--- config.mk ---
export PLATFORM = sky130hd
export DESIGN_NAME = seven_segment_serial_scan_driver_unit
export DESIGN_NICKNAME = d
export VERILOG_FILES = /design/src/sv/ssd_pkg.sv /design/src/sv/ssd_front.sv /design/src/sv/ssd_queue.sv /design/src/sv/ssd_back.sv /design/src/sv/seven_segment_serial_scan_driver_unit.sv
export SDC_FILE = /design/constraint.sdc
export NUM_CORES = 1
export LEC_CHECK = 0
export ABC_AREA = 1
export ABC_CLOCK_PERIOD_IN_PS = 5700
export BUFFER_PORTS_ARGS = -buffer_cell sky130_fd_sc_hd__buf_4
export CAP_MARGIN = 20
export CORE_MARGIN = 10
export CORE_UTILIZATION = 62
export DETAILED_ROUTE_END_ITERATION = 8
export PLACE_DENSITY = 0.91
export SYNTH_ARGS = -nofsm -noshare
export SYNTH_HDL_FRONTEND = slang
export SYNTH_SLANG_ARGS = --single-unit
--- constraint.sdc ---
create_clock -name clock -period 5.7 [get_ports clock]
set_input_delay 0.855 -clock clock [delete_from_list [all_inputs] [get_ports clock]]
set_output_delay 0.855 -clock clock [all_outputs]
set_load 0.05 [all_outputs]
--- src/sv/ssd_pkg.sv ---
// Shared types, constants and font table of the seven-segment scan driver.
package ssd_pkg;

   localparam int SYMBOL_W    = 8;
   localparam int PATTERN_W   = 8;
   localparam int SELECT_W    = 3;
   localparam int POSITION_W  = 2;
   localparam int BEAT_CNT_W  = 4;
   localparam int QUEUE_DEPTH = 2;
   localparam int QUEUE_PTR_W = 1;
   localparam int QUEUE_CNT_W = 2;

   localparam logic [BEAT_CNT_W-1:0] LATCH_BEAT = 4'd8;

   localparam logic [PATTERN_W-1:0] GLYPH_UNKNOWN = 8'hF5;

   typedef struct packed {
      logic [PATTERN_W-1:0] pattern;
      logic [SELECT_W-1:0]  select;
   } glyph_entry_type;

   // Segment pattern for one ASCII code; bit 0 is segment a, bit 7 the dot.
   function automatic logic [PATTERN_W-1:0] glyph_of(input logic [SYMBOL_W-1:0] code);
      logic [PATTERN_W-1:0] pat;
      unique case (code)
         8'h61:   pat = 8'h77; // a
         8'h62:   pat = 8'h7A; // b
         8'h63:   pat = 8'h69; // c
         8'h64:   pat = 8'h3E; // d
         8'h65:   pat = 8'h79; // e
         8'h66:   pat = 8'h71; // f
         8'h30:   pat = 8'h6F; // 0
         8'h31:   pat = 8'h06; // 1
         8'h32:   pat = 8'h3D; // 2
         8'h33:   pat = 8'h1F; // 3
         8'h34:   pat = 8'h56; // 4
         8'h35:   pat = 8'h5B; // 5
         8'h36:   pat = 8'h7B; // 6
         8'h37:   pat = 8'h07; // 7
         8'h38:   pat = 8'h7F; // 8
         8'h39:   pat = 8'h5F; // 9
         8'h2E:   pat = 8'h80; // dot
         default: pat = GLYPH_UNKNOWN;
      endcase
      return pat;
   endfunction

endpackage

--- src/sv/ssd_front.sv ---
// Front end: accepts characters, looks up the glyph and tags the digit select.
module ssd_front #(
   parameter int NUM_DIGITS = 3
) (
   input  logic                             clock,
   input  logic                             reset,
   input  logic                             req_tvalid,
   output logic                             req_tready,
   input  logic [ssd_pkg::SYMBOL_W-1:0]     req_tdata,
   output logic                             push,
   output ssd_pkg::glyph_entry_type         push_entry,
   input  logic                             queue_full
);
   import ssd_pkg::*;

   logic [POSITION_W-1:0] position_ff;
   logic [POSITION_W-1:0] position_in;
   logic [3:0]            onehot;
   logic [3:0]            next_pos;

   assign req_tready = !queue_full;
   assign push       = req_tvalid && req_tready;

   // A position past the select field drives no digit.
   assign onehot             = 4'b0001 << position_ff;
   assign push_entry.select  = onehot[SELECT_W-1:0];
   assign push_entry.pattern = glyph_of(req_tdata);

   always_comb begin
      next_pos    = {2'b00, position_ff} + 4'd1;
      position_in = position_ff;
      if (push) begin
         if (next_pos >= 4'(NUM_DIGITS) || next_pos > 4'd3) begin
            position_in = '0;
         end else begin
            position_in = next_pos[POSITION_W-1:0];
         end
      end
   end

   always_ff @(posedge clock) begin
      if (reset) begin
         position_ff <= '0;
      end else begin
         position_ff <= position_in;
      end
   end

endmodule

--- src/sv/ssd_queue.sv ---
// Two-entry queue of glyph entries between the front and back ends.
module ssd_queue (
   input  logic                     clock,
   input  logic                     reset,
   input  logic                     push,
   input  ssd_pkg::glyph_entry_type push_entry,
   output logic                     full,
   input  logic                     pop,
   output logic                     not_empty,
   output ssd_pkg::glyph_entry_type pop_entry
);
   import ssd_pkg::*;

   glyph_entry_type        slot_ff [QUEUE_DEPTH];
   logic [QUEUE_PTR_W-1:0] wr_ptr_ff, wr_ptr_in;
   logic [QUEUE_PTR_W-1:0] rd_ptr_ff, rd_ptr_in;
   logic [QUEUE_CNT_W-1:0] count_ff, count_in;

   assign full      = (count_ff == QUEUE_CNT_W'(QUEUE_DEPTH));
   assign not_empty = (count_ff != '0);
   assign pop_entry = slot_ff[rd_ptr_ff];

   always_comb begin
      wr_ptr_in = push ? wr_ptr_ff + 1'b1 : wr_ptr_ff;
      rd_ptr_in = pop  ? rd_ptr_ff + 1'b1 : rd_ptr_ff;
      count_in  = count_ff + QUEUE_CNT_W'(push) - QUEUE_CNT_W'(pop);
   end

   always_ff @(posedge clock) begin
      if (push) begin
         slot_ff[wr_ptr_ff] <= push_entry;
      end
   end

   always_ff @(posedge clock) begin
      if (reset) begin
         wr_ptr_ff <= '0;
         rd_ptr_ff <= '0;
         count_ff  <= '0;
      end else begin
         wr_ptr_ff <= wr_ptr_in;
         rd_ptr_ff <= rd_ptr_in;
         count_ff  <= count_in;
      end
   end

endmodule

--- src/sv/ssd_back.sv ---
// Back end: serializes one glyph into eight shift beats and one latch beat.
module ssd_back (
   input  logic                     clock,
   input  logic                     reset,
   input  logic                     queue_not_empty,
   input  ssd_pkg::glyph_entry_type queue_entry,
   output logic                     pop,
   output logic                     rsp_tvalid,
   input  logic                     rsp_tready,
   output logic [7:0]               rsp_tdata,
   output logic [1:0]               rsp_tuser,
   output logic                     rsp_tlast
);
   import ssd_pkg::*;

   logic                        busy_ff, busy_in;
   logic [BEAT_CNT_W-1:0]       beat_ff, beat_in;
   glyph_entry_type             cur_ff, cur_in;
   logic                        is_latch;
   logic                        fire;
   logic [2:0]                  bit_idx;
   logic                        data_bit;

   assign is_latch = (beat_ff == LATCH_BEAT);
   assign fire     = busy_ff && rsp_tready;
   assign pop      = queue_not_empty && (!busy_ff || (fire && is_latch));

   // Most significant pattern bit goes out first.
   assign bit_idx  = ~beat_ff[2:0];
   assign data_bit = is_latch ? 1'b0 : cur_ff.pattern[bit_idx];

   assign rsp_tvalid = busy_ff;
   assign rsp_tdata  = {4'b0000, cur_ff.select, data_bit};
   assign rsp_tuser  = {is_latch, !is_latch};
   assign rsp_tlast  = is_latch;

   always_comb begin
      busy_in = busy_ff;
      beat_in = beat_ff;
      cur_in  = cur_ff;
      if (pop) begin
         busy_in = 1'b1;
         beat_in = '0;
         cur_in  = queue_entry;
      end else if (fire) begin
         if (is_latch) begin
            busy_in = 1'b0;
         end else begin
            beat_in = beat_ff + 1'b1;
         end
      end
   end

   always_ff @(posedge clock) begin
      cur_ff <= cur_in;
   end

   always_ff @(posedge clock) begin
      if (reset) begin
         busy_ff <= 1'b0;
         beat_ff <= '0;
      end else begin
         busy_ff <= busy_in;
         beat_ff <= beat_in;
      end
   end

endmodule

--- src/sv/seven_segment_serial_scan_driver_unit.sv ---
// Top level of the seven-segment serial scan driver.
//
// Each character beat on the req side becomes nine rsp beats for a
// 74HC595-style shift register: eight shift beats carrying the segment
// pattern most significant bit first (dot first, segment a last), then one
// latch beat that has tlast set. Lowercase hex digits, 0-9 and dot have
// their own glyphs; every other code shows pattern 8'hF5. All nine beats
// carry the one-hot select of the current digit, which advances after
// every character and wraps after NUM_DIGITS characters (or after the
// fourth position, which drives no select bit). The back-end serializer
// emits one beat per cycle while rsp_tready is held high, and takes the
// next character from the queue with the latch beat of the current one.
// With the serializer idle, a taken character is written into the queue,
// then popped into the serializer's glyph register, and rsp_tvalid for the
// first beat rises with the busy flag set by that pop. A two-entry queue
// lets the front keep taking characters while the serializer stalls.
module seven_segment_serial_scan_driver_unit #(
   parameter int NUM_DIGITS = 3
) (
   input  logic       clock,
   input  logic       reset,
   input  logic       req_tvalid,
   output logic       req_tready,
   input  logic [7:0] req_tdata,   // [7:0] symbol_code
   output logic       rsp_tvalid,
   input  logic       rsp_tready,
   output logic [7:0] rsp_tdata,   // [0] serial_data, [3:1] digit_select, [7:4] zero
   output logic [1:0] rsp_tuser,   // [0] shift_pulse, [1] latch_pulse
   output logic       rsp_tlast    // last: latch beat of a character
);
   import ssd_pkg::*;

   logic            push;
   glyph_entry_type push_entry;
   logic            queue_full;
   logic            pop;
   logic            queue_not_empty;
   glyph_entry_type pop_entry;

   // Classify the character and tag it with the digit it lands on.
   ssd_front #(
      .NUM_DIGITS (NUM_DIGITS)
   ) u_front (
      .clock      (clock),
      .reset      (reset),
      .req_tvalid (req_tvalid),
      .req_tready (req_tready),
      .req_tdata  (req_tdata),
      .push       (push),
      .push_entry (push_entry),
      .queue_full (queue_full)
   );

   // Decouple front and back so either side can stall alone.
   ssd_queue u_queue (
      .clock      (clock),
      .reset      (reset),
      .push       (push),
      .push_entry (push_entry),
      .full       (queue_full),
      .pop        (pop),
      .not_empty  (queue_not_empty),
      .pop_entry  (pop_entry)
   );

   // Shift out the glyph and latch it.
   ssd_back u_back (
      .clock           (clock),
      .reset           (reset),
      .queue_not_empty (queue_not_empty),
      .queue_entry     (pop_entry),
      .pop             (pop),
      .rsp_tvalid      (rsp_tvalid),
      .rsp_tready      (rsp_tready),
      .rsp_tdata       (rsp_tdata),
      .rsp_tuser       (rsp_tuser),
      .rsp_tlast       (rsp_tlast)
   );

endmodule
==> metrics.md, run 1 <==
| Metric | Value |
|---|---|
| Status | `complete, no violations` |
| Slew HR | `between 30% and 40%` |
| Root Buffer | `clkbuf_8` |
| Critical Path AT | `about 2.9 ns` |
| Hold Path Class | `register to register` |
| Worst EP required | `5.94 ns` |
| Antenna violations before repair | `0` |
| Post-synth EDFFs | `33` |
| Synth Instances | `about 250` |
| CTS Buf Count | `5` |
| Period utilization | `a little under half` |
| Setup bufs post-CTS | `0` |
| Detailed-router iteration count before antenna repair | `5` |
| Max clock buf depth | `2` |
| Slew Limit Fails | `0` |
| Placer Congestion | `0.955` |
| Setup Crit Path Kind | `register to register` |
| Post-route ant nets | `0` |
| Final hold vios | `0` |
| FILL cells | `roughly 260` |
| Worst Tran Pin Value | `about 1.0 ns` |
| # hold bufs at CTS | `0` |
| Peak VDD IR | `roughly 160 uV` |
| Clock latency on the worst-skew pair | `~0.3 ns` |
| Largest net degree at the start of global routing | `16` |
| Synth Flop Type | `edfxtp_1` |
| IO Pins | `25` |
| Final nets | `282` |
| Syn avg cell area | `9.19 um2` |
| Cell Area, Synth | `between 0.002 and 0.0025 mm2` |
| Count leader, synth | `nand2_1` |
| Sequential-to-total area share from yosys stat | `a little over half` |
| Vias | `roughly 1,600` |
| Vias per cell | `roughly 5.3` |
| Area fraction of the dominant cell type after synthesis | `between 40 and 50%` |
| Detailed Route WL | `4420 um` |
| Placed insts | `305` |
| Synthesis-to-layout area growth | `10.6%` |
| Core Rows | `21` |
| Final worst path period need | `approximately 2.6 ns` |
| First-pass GRT wire length | `just over 7000 um` |
| Final setup TNS | `0 ns` |
| Ys async rst share | `0%` |
| Vias in the first global route | `about 1,600` |
| Crit start category | `register` |
| Yosys warnings | `0` |
| Post-Layout Cell Count | `between 300 and 400` |
| Worst setup EP type | `register` |
| Final HPWL DP | `3320 um` |
| Die Ht | `80.4 um` |
| H-tree levels | `2` |
| Synth area leader | `edfxtp_1` |
| Fin area | `between 0.002 and 0.0025 mm2` |
| Clock Sink Count | `between 40 and 50` |
| Top cells by count, synth | `46 x nand2_1, 38 x nor2_1, 33 x edfxtp_1` |
| Fmax | `roughly 380 MHz` |
| Residual DRC | `0` |
| Antenna Cells | `0` |
| Initial Utilization | `around 66%` |
| Power density over the cells | `378 mW/mm2` |
| GRT Util Overall | `13.9%` |
| PortBufs | `20` |
| Placed cell area | `0.00241 mm2` |
| Maxcap violations | `0` |
| First DRT Iteration DRCs | `87` |
| Finish-stage setup viols | `0` |
| PostCTS Resize Cnt | `0` |
| Clk slew on worst S/H paths | `0.09 ns` |
| Die width | `between 80 and 90 um` |
| Core box area | `0.00344 mm2` |
| Leak | `about 1.1 nW` |
| Yosys cell types | `26` |
| Synth Register Bits | `44` |
| CTS tree | `done` |
| Routed len/inst | `around 14 um` |
| Grt total ovfl | `0` |
| RSZ-0062 raised after global routing | `false` |
| Synth area leaders | `edfxtp_1 44%, dfxtp_1 9.7%, nand2_1 7.6%, nor2_1 6.3%, mux2_2 5.5%` |
| Full die area | `0.00646 mm2` |
| Crit path max fanout | `14` |
| Final setup skew | `between 0.01 and 0.015 ns` |
| Share of cells above drive strength 1 | `22.1%` |
==> layout make-up <==
type | count | area [um2] | share of cell area (%)
tap | 46 | 57.6 | 2.30
sequential | 44 | 1210 | 48.4
multi-input combinational | 166 | 880 | 35.2
inverter | 29 | 109 | 4.35
timing repair buffer | 20 | 150 | 6.01
clock buffer | 5 | 68.8 | 2.75
clock inverter | 3 | 23.8 | 0.951
==> layer usage <==
metal,track usage [%],part of all wire [%],vias to the layer above
met5,0,0,-
met1,14.4,40,760
met3,3.12,4.3,6
met4,7.04,1.5,0
met2,25.3,54,40
li1,-,-,839
==> cell families (layout without fill, tap and decap cells) <==
family,after synthesis,after routing,share of synthesized area (%)
adder cells (fa/ha/maj),4,4,2.21
XOR/XNOR,3,3,1.16
other,1,4,0.166
AND/OR/NAND/NOR,119,119,23.8
flip-flops,44,44,53.6
AO/OA/AOI/OAI,25,25,5.59
multiplexers,11,11,5.48
buffers and inverters,39,57,8.02
==> through the flow <==
| stage | setup slack [ns] | hold WS (ns) | utilization [%] | power [mW] |
|---|---|---|---|---|
| after CTS | 3.04 | 0.489 | 72.6 | 0.951 |
| after global placement | 3.06 | 0.460 | 69.9 | 0.738 |
| after global routing | 2.82 | 0.501 | 72.6 | 0.991 |
| final | 3.06 | 0.489 | 72.6 | 0.944 |
| after detailed placement | 2.95 | 0.472 | 69.9 | 0.755 |
| after floorplan | 3.11 | 0.439 | - | 0.693 |
==> worst paths after layout <==
path,slack [ns],startpoint,end,cells after the start
max,3.06,u_back.beat_ff[0],u_queue.count_ff[1],12
min reg2reg,0.49,u_queue.count_ff[1],u_queue.count_ff[1],1
max reg2reg,3.06,u_back.beat_ff[0],u_queue.count_ff[1],12
min,0.49,u_queue.count_ff[1],u_queue.count_ff[1],1
==> cells in the final DEF (no fill, tap or decap) <==
master,Yosys,final
nand2_1,46,46
nor2_1,38,38
edfxtp_1,33,33
inv_1,25,25
buf_4,9,20
nand3_1,13,13
a21oi_1,12,12
o21ai_0,11,11
mux2_2,11,11
dfxtp_1,11,11
nor2_2,6,6
nand2_2,5,5
clkbuf_8,0,5
inv_2,4,4
nand4_1,4,4
ha_1,4,4
conb_1,1,4
xor2_1,3,3
nor2_4,2,2
clkinvlp_4,0,2
nand3_2,1,1
o21ai_1,1,1
and2_4,1,1
nand2_4,1,1
and2_1,1,1
o22ai_1,1,1
nor3_1,1,1
clkinv_4,0,1
==> where the power goes <==
group | total, mW | internal, mW | switching [mW]
Clock | 0.195 | 0.0867 | 0.108
Combinational | 0.276 | 0.0921 | 0.184
Sequential | 0.473 | 0.433 | 0.0400
==> flip-flops by register name, summed over array words and instances (netlist names) <==
register,flops
u_back.rsp_tdata,3
u_queue.slot_ff,22
u_front.position_ff,2
u_queue.rd_ptr_ff,1
u_queue.wr_ptr_ff,1
u_back.cur_ff,8
u_back.rsp_tvalid,1
u_back.beat_ff,4
u_queue.count_ff,2
==> critical path: stages (launching register included) <==
cell	delay (ns)
dfxtp_1	0.39
inv_1	0.16
ha_1	0.18
nand3_2	0.14
o21ai_1	0.18
o21ai_0	0.15
inv_1	0.45
ha_1	0.33
inv_1	0.06
ha_1	0.15
xor2_1	0.18
o21ai_0	0.10
a21oi_1	0.12
Note: power is estimated with default switching activity, not from simulation.
==> run 2: changes to the inputs <==
--- a/config.mk
+++ b/config.mk
@@ -5,14 +5,14 @@
 export SDC_FILE = /design/constraint.sdc
 export NUM_CORES = 1
 export LEC_CHECK = 0
-export ABC_AREA = 1
-export ABC_CLOCK_PERIOD_IN_PS = 5700
+export ABC_AREA = 0
+export ABC_CLOCK_PERIOD_IN_PS = 2700
 export BUFFER_PORTS_ARGS = -buffer_cell sky130_fd_sc_hd__buf_4
 export CAP_MARGIN = 20
 export CORE_MARGIN = 10
-export CORE_UTILIZATION = 62
+export CORE_UTILIZATION = 58
 export DETAILED_ROUTE_END_ITERATION = 8
-export PLACE_DENSITY = 0.91
+export PLACE_DENSITY = 0.86
 export SYNTH_ARGS = -nofsm -noshare
 export SYNTH_HDL_FRONTEND = slang
 export SYNTH_SLANG_ARGS = --single-unit
==> constraint.sdc (replaced) <==
create_clock -name clock -period 2.7 [get_ports clock]
set_input_delay 0.405 -clock clock [delete_from_list [all_inputs] [get_ports clock]]
set_output_delay 0.405 -clock clock [all_outputs]
set_load 0.05 [all_outputs]
==> run 2 against run 1 <==
Net effect: final area down 0.70%; critical path depth shrank 1; non-clock buffer count grew 2; sequential power is 110% higher; cell count is 19% lower; routed wire length is 6.7% lower; clock-buffer cell count did not move; highest routed layer unchanged.
==> metrics.md, run 2 <==
| Metric | Value |
|---|---|
| Post-Synth XOR/XNOR Area | `2.31%` |
| Crit path max fanout | `14` |
| Most frequent cells in the layout | `33 x edfxtp_1, 22 x buf_4, 16 x nor2_1` |
| Clock latency on the worst-skew pair | `around 0.30 ns` |
| Reg2Reg Launch Point | `u_back.beat_ff[0]` |
| Post-synth EDFFs | `33` |
| Syn avg cell area | `12.0 um2` |
| CTS Buf Count | `5` |
| Largest register by flop count | `u_queue.slot_ff` |
| Fmax | `about 420 MHz` |
| Post-synthesis mux area share | `a little over 8%` |
| Synth Register Bits | `44` |
| Critical Path AT | `between 2 and 3 ns` |
| Largest net degree at the start of global routing | `17` |
| Routed len/inst | `roughly 16 um` |
| Worst path most repeated cell | `ha_1` |
| IO Pins | `25` |
| Worst Setup SP | `u_back.beat_ff[0]` |
| Final Power | `between 2 and 2.5 mW` |
| Register area | `0.00121 mm2` |
| Top cells by count, synth | `33 x edfxtp_1, 16 x nor2_1, 14 x a21oi_1` |
| PostCTS Resize Cnt | `0` |
| Leak | `0.929 nW` |
| Slew HR | `between 60% and 70%` |
| Largest register FFs | `22` |
| Synthesis-to-layout area growth | `9.31%` |
| Leading cell type in the layout, fill and taps excluded | `edfxtp_1` |
| Adder-cell area share of the yosys netlist | `roughly 2.2%` |
| Max clock buf depth | `2` |
| Multi-input gate area | `approximately 900 um2` |
| Sequential-to-total area share from yosys stat | `~53%` |
| Synth area leader | `edfxtp_1` |
| Finish-stage setup viols | `0` |
| Count leader, synth | `edfxtp_1` |
| Share of cells above drive strength 1 | `roughly 28%` |
| Main combinational cell family by area after synthesis | `simple AND/OR/NAND/NOR gates` |
| FILL cells | `274` |
| Worst EP required | `slightly below 3 ns` |
| Detailed Route WL | `4120 um` |
| Largest registers | `u_queue.slot_ff x22, u_back.cur_ff x8, u_back.beat_ff x4` |
| Synth Instances | `190` |
| Power density over the cells | `approximately 820 mW/mm2` |
| Crit start category | `register` |
| CP max-delay cell | `dfxtp_1` |
| Worst setup EP type | `register` |
| CTS tree | `done` |
| Core box area | `0.00372 mm2` |
| Slew Limit Fails | `0` |
| Antenna Cells | `0` |
| Root Buffer | `clkbuf_8` |
| Die width | `about 83 um` |
| Die Ht | `around 83 um` |
| Compound-Gate Fraction of Synth Area | `between 10% and 20%` |
| Synth Area in Simple Gates | `13.8%` |
| Final nets | `roughly 220` |
| Hold path start | `reset` |
| Final HPWL DP | `between 3000 and 4000 um` |
| First DRT Iteration DRCs | `108` |
| Delay-heaviest family, CP | `adder cells` |
| Maxcap violations | `0` |
| Yosys cell types | `50` |
| Buf/Inv on CP | `2` |
| Final worst path period need | `between 2 and 2.5 ns` |
| # hold bufs at CTS | `0` |
| Final hold vios | `0` |
| RSZ-0062 raised after global routing | `false` |
| Vias in the first global route | `1,371` |
| H-tree levels | `2` |
| Residual DRC | `0` |
| Status | `complete, no violations` |
| Antenna violations before repair | `0` |
| PortBufs | `20` |
| Area fraction of the dominant cell type after synthesis | `between 40% and 50%` |
| Synth area leaders | `edfxtp_1 44%, dfxtp_1 9.7%, mux2_2 5.5%, buf_4 3.3%, a21oi_1 3.1%` |
| Placer Congestion | `0.867` |
| Worst Tran Pin Value | `roughly 0.52 ns` |
| Slowest Stage Delay on Critical Path | `0.39 ns` |
| Period utilization | `around nine tenths` |
| GRT Util Overall | `between 10% and 20%` |
| Peak VDD IR | `430 uV` |
| Final setup skew | `about 0.0064 ns` |
| Vias | `~1,500` |
| Setup bufs post-CTS | `0` |
| Detailed-router iteration count before antenna repair | `4` |
| Clk slew on worst S/H paths | `roughly 0.08 ns` |
| Final setup TNS | `0 ns` |
| Ys async rst share | `0%` |
| Core Rows | `22` |
| Vias per cell | `~5.8` |
| Clock Sink Count | `44` |
| Hold Path Class | `primary input to register` |
| Synth Flop Type | `edfxtp_1` |
| Initial Utilization | `between 60% and 70%` |
| Cell Area, Synth | `0.00227 mm2` |
| CP cell instances | `inv_1, ha_1, nand3b_1, o21ai_0, o21a_2, ha_1, inv_1, ha_1, xor2_1, xnor2_1, nor2_1` |
| Yosys warnings | `0` |
| Setup Crit Path Kind | `register to register` |
| Grt total ovfl | `0` |
| First-pass GRT wire length | `between 6000 and 7000 um` |
| Post-route ant nets | `0` |
| Full die area | `between 0.006 and 0.007 mm2` |
-- run 2: changes by cell type after synthesis, sizes merged, moves of 4 or more --
cell,previous run,this run
nor2b,0,4
nand2,52,12
nor2,46,16
nand3,14,2
inv,29,10
buf,10,15
-- run 2: power by group --
part	switching (mW)	leakage, nW	internal, mW	total, mW
Sequential	0.0774	0.379	0.894	0.971
Combinational	0.346	0.496	0.225	0.572
Clock	0.222	0.0541	0.274	0.496
-- run 2: logic make-up (layout without fill, tap and decap cells) --
logic type	count (synthesis)	in the layout
AND/OR/NAND/NOR	56	56
multiplexers	15	15
other	1	4
AO/OA/AOI/OAI	38	38
buffers and inverters	26	40
adder cells (fa/ha/maj)	4	4
flip-flops	44	44
XOR/XNOR	6	6
-- run 2: area by class of cell --
type	instances	share of cell area [%]
clock buffers	5	2.77
clock inverters	3	1.71
inverters	10	1.51
multi-input cells	123	36.1
flip-flops and latches	44	48.8
well taps	48	2.42
repair buffers	22	6.65
-- run 2: worst paths after layout --
check	endpoint	slack, ns	cells after the start
max	u_queue.count_ff[1]	0.30	11
min	u_front.position_ff[1]	0.33	2
max reg2reg	u_queue.count_ff[1]	0.30	11
min reg2reg	u_front.position_ff[1]	0.50	2
-- run 2: stage by stage --
step / hold WS (ns) / util (%) / area (um2) / std cells / setup slack [ns]
after floorplan: 0.465 / - / 2280 / 193 / 0.0601
after global placement: 0.487 / 63.8 / 2370 / 247 / 0.453
after detailed placement: 0.492 / 63.8 / 2370 / 247 / 0.275
after CTS: 0.325 / 66.8 / 2480 / 255 / 0.255
after global routing: 0.335 / 66.8 / 2480 / 255 / 0.0545
final: 0.331 / 66.8 / 2480 / 255 / 0.302
-- run 2: routing by layer --
metal / up-vias / global-route usage [%] / routed length (um)
met5: - / 0 / 0
met4: 0 / 7.19 / 105
met3: 9 / 2.81 / 220
met2: 58 / 21.3 / 2080
met1: 691 / 14.6 / 1710
li1: 716 / - / -
==> run 3: changes to the inputs <==
--- a/config.mk
+++ b/config.mk
@@ -12,7 +12,9 @@
 export CORE_MARGIN = 10
 export CORE_UTILIZATION = 58
 export DETAILED_ROUTE_END_ITERATION = 8
+export GPL_ROUTABILITY_DRIVEN = 0
 export PLACE_DENSITY = 0.86
+export REMOVE_ABC_BUFFERS = 1
 export SYNTH_ARGS = -nofsm -noshare
 export SYNTH_HDL_FRONTEND = slang
 export SYNTH_SLANG_ARGS = --single-unit
==> run 3 against run 2 <==
Net effect: fmax increased by 11%; critical endpoint unchanged; critical path type unchanged; largest cell class unchanged; critical path depth unchanged; final area is 1.1% lower; routed wire length down 2.5%; flip-flop and latch count unchanged; sequential share of layout area rose by 0.55 points; setup slack gained 0.24 ns; clock power is 23% lower; non-clock buffer count stayed put; register-to-register slack better by 0.24 ns; cell count unchanged.
==> metrics.md, run 3 (synthesis gave the netlist of run 2 again) <==
| Metric | Value |
|---|---|
| Status | `complete, no violations` |
| Detailed Route WL | `between 4000 and 5000 um` |
| Full die area | `around 0.0068 mm2` |
| First-pass GRT wire length | `between 6000 and 7000 um` |
| Residual DRC | `0` |
| Maxcap violations | `0` |
| PortBufs | `20` |
| IO Pins | `25` |
| Worst Tran Pin Value | `approximately 0.52 ns` |
| Final setup skew | `0.0107 ns` |
| Peak VDD IR | `approximately 340 uV` |
| Leading cell type in the layout, fill and taps excluded | `edfxtp_1` |
| CTS Buf Count | `5` |
| Period utilization | `roughly four fifths` |
| Most frequent cells in the layout | `33 x edfxtp_1, 22 x buf_4, 16 x nor2_1` |
| Hold WS | `approximately 0.33 ns` |
| Largest registers | `u_queue.slot_ff x22, u_back.cur_ff x8, u_back.beat_ff x4` |
| Die Ht | `approximately 83 um` |
| Vias per cell | `5.79` |
| Fmax | `between 400 and 500 MHz` |
| Largest net degree at the start of global routing | `17` |
| # hold bufs at CTS | `0` |
| Clock latency on the worst-skew pair | `roughly 0.29 ns` |
| Placed cell area | `about 0.0024 mm2` |
| Vias | `~1,500` |
| Share of cells above drive strength 1 | `between 20% and 30%` |
| Final setup TNS | `0 ns` |
| Setup bufs post-CTS | `0` |
| Initial Utilization | `around 61%` |
| Core Rows | `22` |
| Routed len/inst | `about 16 um` |
| Synthesis-to-layout area growth | `8.10%` |
| Final nets | `roughly 220` |
| Crit path max fanout | `6` |
| H-tree levels | `2` |
| Finished Core Util | `about two thirds` |
| First DRT Iteration DRCs | `70` |
| DRT met1 WL | `between 1500 and 2000 um` |
| Root Buffer | `clkbuf_8` |
| Slew Limit Fails | `0` |
| Metal3 WL | `~210 um` |
| Antenna Cells | `0` |
| Final worst path period need | `around 2.2 ns` |
| Setup Crit Path Kind | `register to register` |
| Fin area | `between 0.002 and 0.0025 mm2` |
| Final hold vios | `0` |
| Slew HR | `64.1%` |
| Pre-CTS setup slack | `about 0.52 ns` |
| Power density over the cells | `784 mW/mm2` |
| GRT Util Overall | `approximately 12%` |
| Leak | `roughly 0.92 nW` |
| Post-layout worst setup margin | `~0.55 ns` |
| RSZ-0062 raised after global routing | `false` |
| Largest register by flop count | `u_queue.slot_ff` |
| Detailed-router iteration count before antenna repair | `4` |
| Worst EP required | `~2.9 ns` |
| Finish-stage setup viols | `0` |
| Critical Path AT | `between 2 and 2.5 ns` |
| Worst setup EP type | `register` |
| Post-route ant nets | `0` |
| Vias in the first global route | `1,498` |
| Grt total ovfl | `0` |
| Metal2 WL | `just over 2000 um` |
| Clock Sink Count | `44` |
| Core box area | `between 0.003 and 0.004 mm2` |
| Hold Path Class | `primary input to register` |
| Clk slew on worst S/H paths | `~0.080 ns` |
| Die width | `82.6 um` |
| Crit start category | `register` |
| Final HPWL DP | `3080 um` |
| Largest register FFs | `22` |
| Antenna violations before repair | `0` |
| PostCTS Resize Cnt | `0` |
| Top Metal Used | `met4` |
| CTS tree | `done` |
| Max clock buf depth | `2` |
-- run 3: cell count changes in the layout (fill, tap and decap cells not counted), sizes merged --
cell | before | now
bufinv | 1 | 0
clkbuf | 5 | 7
clkinvlp | 1 | 0
-- run 3: path summary, 6_finish.rpt --
path	slack, ns	endpoint	depth (start not counted)	start
worst max-delay path	0.55	u_queue.count_ff[1]	11	u_back.beat_ff[0]
worst min-delay path	0.33	u_queue.count_ff[1]	2	reset
worst min register to register	0.52	u_front.position_ff[1]	2	u_front.position_ff[1]
worst max register to register	0.55	u_queue.count_ff[1]	11	u_back.beat_ff[0]
-- run 3: report_power, final --
group          internal [mW]  switching, mW  leakage [nW]  total (mW)
clock                  0.185          0.200        0.0424       0.384
combinational          0.230          0.341         0.495       0.572
sequential             0.894         0.0739         0.379       0.968
total                   1.31          0.615         0.916        1.92
-- run 3: area by class of cell --
| cell class | count | area, um2 |
|---|---|---|
| Fill cell | 283 | 1260 |
| Sequential cell | 44 | 1210 |
| Multi-Input combinational cell | 123 | 896 |
| Timing Repair Buffer | 22 | 165 |
| Clock buffer | 7 | 76.3 |
| Tap cell | 48 | 60.1 |
| Inverter | 10 | 37.5 |
| Clock inverter | 1 | 8.76 |
-- run 3: per-stage QoR --
stage               power (mW)  cells
detailed placement        1.56    247
CTS                       1.94    255
floorplan                 1.38    177
global route              2.03    255
global placement          1.53    247
finish                    1.92    255
-- run 3: critical path, stage by stage (launching register included) --
cell,delay [ns]
dfxtp_1,0.49
inv_1,0.09
ha_1,0.22
nand3b_1,0.15
o21ai_0,0.13
o21a_1,0.15
ha_1,0.29
inv_1,0.06
ha_1,0.15
xor2_1,0.17
xnor2_1,0.13
nor2_1,0.05
-- run 3: metal layers --
layer | up-vias | global-route usage (%)
met3 | 9 | 1.94
li1 | 714 | -
met5 | - | 0
met2 | 55 | 21.7
met1 | 698 | 13.3
met4 | 0 | 7.86
